--- config.mk ---
export PLATFORM = sky130hd
export DESIGN_NAME = ursb_ctrl
export DESIGN_NICKNAME = d
export VERILOG_FILES = /design/src/hdl/ursb_pkg.sv /design/src/hdl/ursb_ctrl.sv
export SDC_FILE = /design/constraint.sdc
export NUM_CORES = 1
export LEC_CHECK = 0
export BUFFER_PORTS_ARGS = -buffer_cell sky130_fd_sc_hd__buf_2
export CORE_AREA = 3 3 40 42
export DETAILED_ROUTE_END_ITERATION = 7
export DIE_AREA = 0 0 43 45
export SETUP_SLACK_MARGIN = 0.02
export SLEW_MARGIN = 10
export SYNTH_ARGS = -nofsm -noshare
export SYNTH_HDL_FRONTEND = slang
export SYNTH_SLANG_ARGS = --single-unit
--- constraint.sdc ---
create_clock -name clk_i -period 1.6 [get_ports clk_i]
set_clock_uncertainty 0.15 [all_clocks]
set_input_delay 0.24 -clock clk_i [delete_from_list [all_inputs] [get_ports clk_i]]
set_output_delay 0.24 -clock clk_i [all_outputs]
set_load 0.01 [all_outputs]
--- src/hdl/ursb_pkg.sv ---
// types and codes shared by the udp receive slot buffer modules
// no dependencies
package ursb_pkg;

  localparam int unsigned LENGTH_W  = 10;
  localparam int unsigned HDR_BYTES = 8;

  typedef enum logic [1:0] {
    OP_SEGMENT = 2'd0,
    OP_POLL    = 2'd1,
    OP_READ    = 2'd2
  } op_e;

  typedef enum logic [1:0] {
    KIND_STATUS = 2'd0,
    KIND_POLL   = 2'd1,
    KIND_BYTE   = 2'd2
  } kind_e;

  typedef enum logic [2:0] {
    ST_STORED    = 3'd0,
    ST_SHORT_HDR = 3'd1,
    ST_BAD_LEN   = 3'd2,
    ST_TOO_LONG  = 3'd3,
    ST_NO_SLOT   = 3'd4
  } status_e;

  typedef enum logic {
    CS_IDLE = 1'b0,
    CS_READ = 1'b1
  } state_e;

  typedef struct packed {
    logic [1:0]  operation;
    logic [7:0]  data_byte;
    logic        last_byte;
    logic [15:0] poll_port;
    logic [15:0] capacity;
  } in_t;

  typedef struct packed {
    logic [1:0]          kind;
    logic [2:0]          status;
    logic                found;
    logic [LENGTH_W-1:0] length;
    logic [7:0]          out_byte;
    logic                out_last;
  } out_t;

  typedef struct packed {
    logic accept;
    logic load_imm;
    logic load_rd;
  } cmd_t;

  typedef struct packed {
    logic imm_result;
    logic read_hit;
  } sts_t;

endpackage

--- src/hdl/ursb_ctrl.sv ---
// handshake controller: input acceptance, memory read wait and output valid
// depends on ursb_pkg
module ursb_ctrl (
  input  logic           clk_i,
  input  logic           rst_ni,
  input  logic           in_valid_i,
  output logic           in_stall_o,
  output logic           out_valid_o,
  input  logic           out_stall_i,
  input  ursb_pkg::sts_t sts_i,
  output ursb_pkg::cmd_t cmd_o
);
  import ursb_pkg::*;

  state_e state_q, state_d;
  logic   out_valid_q, out_valid_d;
  logic   out_free;

  assign out_free    = !out_valid_q || !out_stall_i;
  assign out_valid_o = out_valid_q;

  always_ff @(posedge clk_i or negedge rst_ni) begin
    if (!rst_ni) begin
      state_q     <= CS_IDLE;
      out_valid_q <= 1'b0;
    end else begin
      state_q     <= state_d;
      out_valid_q <= out_valid_d;
    end
  end

  always_comb begin
    state_d     = state_q;
    out_valid_d = out_valid_q;
    cmd_o       = '0;
    in_stall_o  = 1'b1;
    if (out_valid_q && !out_stall_i) begin
      out_valid_d = 1'b0;
    end
    case (state_q)
      CS_IDLE: begin
        in_stall_o = !out_free;
        if (in_valid_i && out_free) begin
          cmd_o.accept = 1'b1;
          if (sts_i.read_hit) begin
            state_d = CS_READ;
          end else if (sts_i.imm_result) begin
            cmd_o.load_imm = 1'b1;
            out_valid_d    = 1'b1;
          end
        end
      end
      CS_READ: begin
        if (out_free) begin
          cmd_o.load_rd = 1'b1;
          out_valid_d   = 1'b1;
          state_d       = CS_IDLE;
        end
      end
      default: begin
        state_d = CS_IDLE;
      end
    endcase
  end

  a_read_stalls: assert property (@(posedge clk_i) disable iff (!rst_ni)
    state_q == CS_READ |-> in_stall_o)
    else $error("input not stalled during memory read");

  a_read_out_empty: assert property (@(posedge clk_i) disable iff (!rst_ni)
    state_q == CS_READ |-> !out_valid_q)
    else $error("output register busy during memory read");

  a_read_enter: assert property (@(posedge clk_i) disable iff (!rst_ni)
    cmd_o.accept && sts_i.read_hit |=> state_q == CS_READ && !out_valid_q)
    else $error("read transfer did not start a memory read");

endmodule

== Word level (Yosys, flattened, before mapping) ==
Cells that the tools add are included.

* Register bits after elaboration: 2
* Logic and storage cells: 26

* Mux-type cells: 17
* Bitwise logic cells: 1
* Reduce and logical (&&, ||, !) cells: 6

{| class="wikitable"
|+ Operator list
! operator !! number
|-
| $mux W1 || 13
|-
| $mux W2 || 2
|-
| $pmux W1 S2 || 2
|-
| $logic_not A1 Y1 || 3
|-
| $logic_and A1 B1 Y1 || 2
|-
| $logic_or A1 B1 Y1 || 1
|-
| $not A1 Y1 || 1
|}

== Depth between registers and ports, before layout ==
* Word-level depth: 7
* Mapped depth: 3

== Worst setup path after synthesis ==
No wires, ideal clock.

* Path kind: reg-to-output
* Start point: reg out_valid_q (netlist: out_valid_o)
* End point: out cmd_o[1] in the netlist's numbering
* Arrival time: 0.789 ns
* Path slack: 0.421 ns
* Cell stages (with the launch flop): 4
* Cell sequence: dfrtp_1 > a21oi_2 > inv_2 > nor2_2

{| class="wikitable"
|+ RTL lines
! what !! line !! text
|-
| from (decl) || ursb_ctrl.sv:16 || <nowiki>logic out_valid_q, out_valid_d;</nowiki>
|-
| from (signal assigned) || ursb_ctrl.sv:28 || <nowiki>out_valid_q <= out_valid_d;</nowiki>
|-
| to (decl) || ursb_ctrl.sv:11 || <nowiki>output ursb_pkg::cmd_t cmd_o</nowiki>
|}

==> impl_metrics.py <==
metrics = {
    "synth": {
        "netlist_top_cells_count": "and2_1 (2), dfrtp_1 (2), nand3b_1 (2)",
        "yosysSeqAreaShare": 0.4301,
        "synth_area_leaders": "dfrtp_1 (43%), nand3b_1 (13%), and2_1 (11%), a21oi_2 (7.5%), nor2_2 (5.4%)",
        "synth_flop_cell": "dfrtp_1",
        "synth_nets": 19,
        "synth_adder_area_share": 0,
        "avgSynthCellArea_sq_um": 8.951,
        "synth-simple-area-share": 0.4194,
        "synth_top_family_by_area": "simple AND/OR/NAND/NOR gates",
        "netlist_area_sq_um": 116.4,
        "synth_seq_cells": 2,
        "async_flop_share": 1.000,
        "synth_cells": 13,
        "yosys.area.top_type": "dfrtp_1",
        "synth_compound_area_frac": 0.1183,
        "muxShareOfSynthArea": 0,
        "synth_edf_count": 0,
        "yosys_warnings": 0,
        "synth_cell_types": 10,
        "yosysTopAreaCellShare": 0.4301,
        "synth_xor_area_frac": 0,
    },
    "sta": {
        "fmax_mhz": 682.7,
        "drv_slew": 0,
        "final_hold_viol_count": 0,
        "fin_ws_ns": 0.1353,
        "tns_ns": 0,
        "slew_headroom": 0.8865,
        "setup_viol": 0,
        "rsz0062_at_grt": "no",
        "period_minus_slack_ns": 1.465,
        "tightest_slew_ns": 0.1703,
        "min_period_over_period": 0.9154,
        "hold_ws_ns": 0.1521,
    },
    "cells_and_area": {
        "antenna_cells": 0,
        "drive_above_1_share": 0.5926,
        "instances_no_fill": 42,
        "stdcell_area_sq_um": 217.7,
        "areaGrowthSynthToFinish_pct": 87.10,
        "nets": 35,
        "final_util": 0.1694,
    },
    "pwr": {
        "vdd_drop_max_v": 0.0001932,
        "total_power_mw": 0.2347,
        "p_switching_mw": 0.06579,
        "p_leak_nw": 0.1129,
        "p_comb_frac": 0.245,
        "seqPwrFrac": 0.278,
        "switching_share": 0.2803,
        "p_int_mw": 0.1689,
        "pwr-share-clk": 0.477,
        "powerDensity_nw_per_um2": 1078,
    },
    "run": {
        "drv_cap": 0,
    },
    "worst_setup_path": {
        "worstPathMaxFanout": 4,
        "reg2reg_to": "out_valid_o",
        "start_kind": "register",
        "endpoint": "cmd_o[2]",
        "critPathArrivalTime_ns": 1.07,
        "crit_type": "register to output pin",
        "cp-end-kind": "output pin",
        "ff2ff_path_depth": 2,
        "required_ns": 1.21,
        "reg2reg_from": "out_valid_o",
        "startpoint": "out_valid_o",
        "reg2reg_slack_ns": 0.66,
    },
    "placed_design": {
        "numPortBuffers": 10,
        "dpl.cell_count": 38,
        "gp_congestion": 0.6518,
        "dpl_cell_area_sq_um": 185.2,
        "post-dp-hpwl_um": 237.7,
        "pre_cts_slack_ns": 0.3682,
    },
    "routing": {
        "drt_drc_violations_left": 0,
        "wl_per_cell_um": 7.643,
        "wl_um": 321,
        "highest_layer": "met3",
        "vias": 139,
        "drt-met1-wl_um": 125,
        "antenna_left": 0,
        "dr_wl_met3_um": 71,
        "drt_iter0_markers": 4,
        "via_per_inst": 3.310,
        "dr.pass1.iters": 3,
        "wl_met2_um": 124,
    },
    "outcome": {
        "status": "finished clean",
    },
    "cts": {
        "clock_path_buffers": 2,
        "cts.sinks": 2,
        "worstSkewPairLatency_ns": 0.22,
        "cts_root_buf": "clkbuf_4",
        "postCtsResizedCells": 0,
        "clkTransAtPathRegs_ns": 0.03,
        "cts_htree_levels": 1,
        "cts_made_buffers": 3,
        "cts_tree": "built",
    },
    "floorplan": {
        "fp.dieW_um": 43,
        "dieHeight_um": 45,
        "rows": 13,
        "io_pins": 11,
        "dieArea_sq_um": 1935,
        "initial_core_util": 0.09056,
        "core_sq_um": 1285,
    },
    "global_routing": {
        "track_usage": 0.04330,
        "overflow": 0,
        "grt_pass1_wl_um": 496,
        "grt_max_degree": 5,
        "antenna_found_initial": 0,
        "grt_pass1_vias": 131,
    },
    "min_path": {
        "hold_path_class": "input port to register",
    },
}
worst min path at each step:
stage / startpoint / end / slack [ns] / cells after the start
after detailed placement: rst_ni / state_q / -0.12 / 1
final: out_stall_i / out_valid_o / 0.15 / 3
after global placement: rst_ni / state_q / -0.12 / 1
after CTS: sts_i[0] / state_q / 0.14 / 3
after global routing: sts_i[0] / state_q / 0.16 / 3
after floorplan: rst_ni / out_valid_o / -0.21 / 0
worst max-delay path: stages, from the launching register on:
cell	delay, ns
dfrtp_1	0.40
a21oi_2	0.20
and2_1	0.14
buf_2	0.12
power groups by stage:
stage                     Clock [mW]  Combinational, mW  Sequential [mW]
after floorplan                    0             0.0285           0.0673
after global placement             0             0.0567           0.0650
final                          0.112             0.0575           0.0653
after detailed placement           0             0.0563           0.0659
after global routing           0.123             0.0640           0.0664
after CTS                      0.121             0.0584           0.0653
cells in the final DEF, fill, tap and decap left out:
cell type       n
a21oi_2         1
and2_1          2
buf_2          10
clkbuf_4        3
dfrtp_1         2
dlygate4sd3_1   1
inv_2           1
nand2_1         1
nand3_1         1
nand3b_1        2
nor2_2          1
nor2b_1         1
o21ai_1         1
layout make-up:
class | instances | area (sq um)
inverter | 1 | 3.754
sequential | 2 | 50.05
clock buffer | 3 | 22.52
timing repair buffer | 11 | 60.06
multi-input combinational | 10 | 62.56
fill | 151 | 1067
tap | 15 | 18.77
cell families after synthesis:
| family | Yosys count |
|---|---|
| buffers and inverters | 1 |
| AO/OA/AOI/OAI | 2 |
| AND/OR/NAND/NOR | 8 |
| flip-flops | 2 |
flip-flops by register name, indices dropped and copies added (netlist names):
| signal | count |
|---|---|
| out_valid_o | 1 |
| state_q | 1 |
timing repair:
action | in CTS | in global routing
buffers inserted | 0 | 0
hold endpoints to repair | 2 | 0
setup endpoints to repair | 0 | 0
hold buffers | 1 | 0
per-layer routing:
metal / global-route usage / vias up
met5: 0 / -
met4: 0.07229 / 0
met3: 0.03586 / 0
met2: 0.04491 / 10
met1: 0.03855 / 57
li1: - / 72
(Power assumes the default switching activity.)
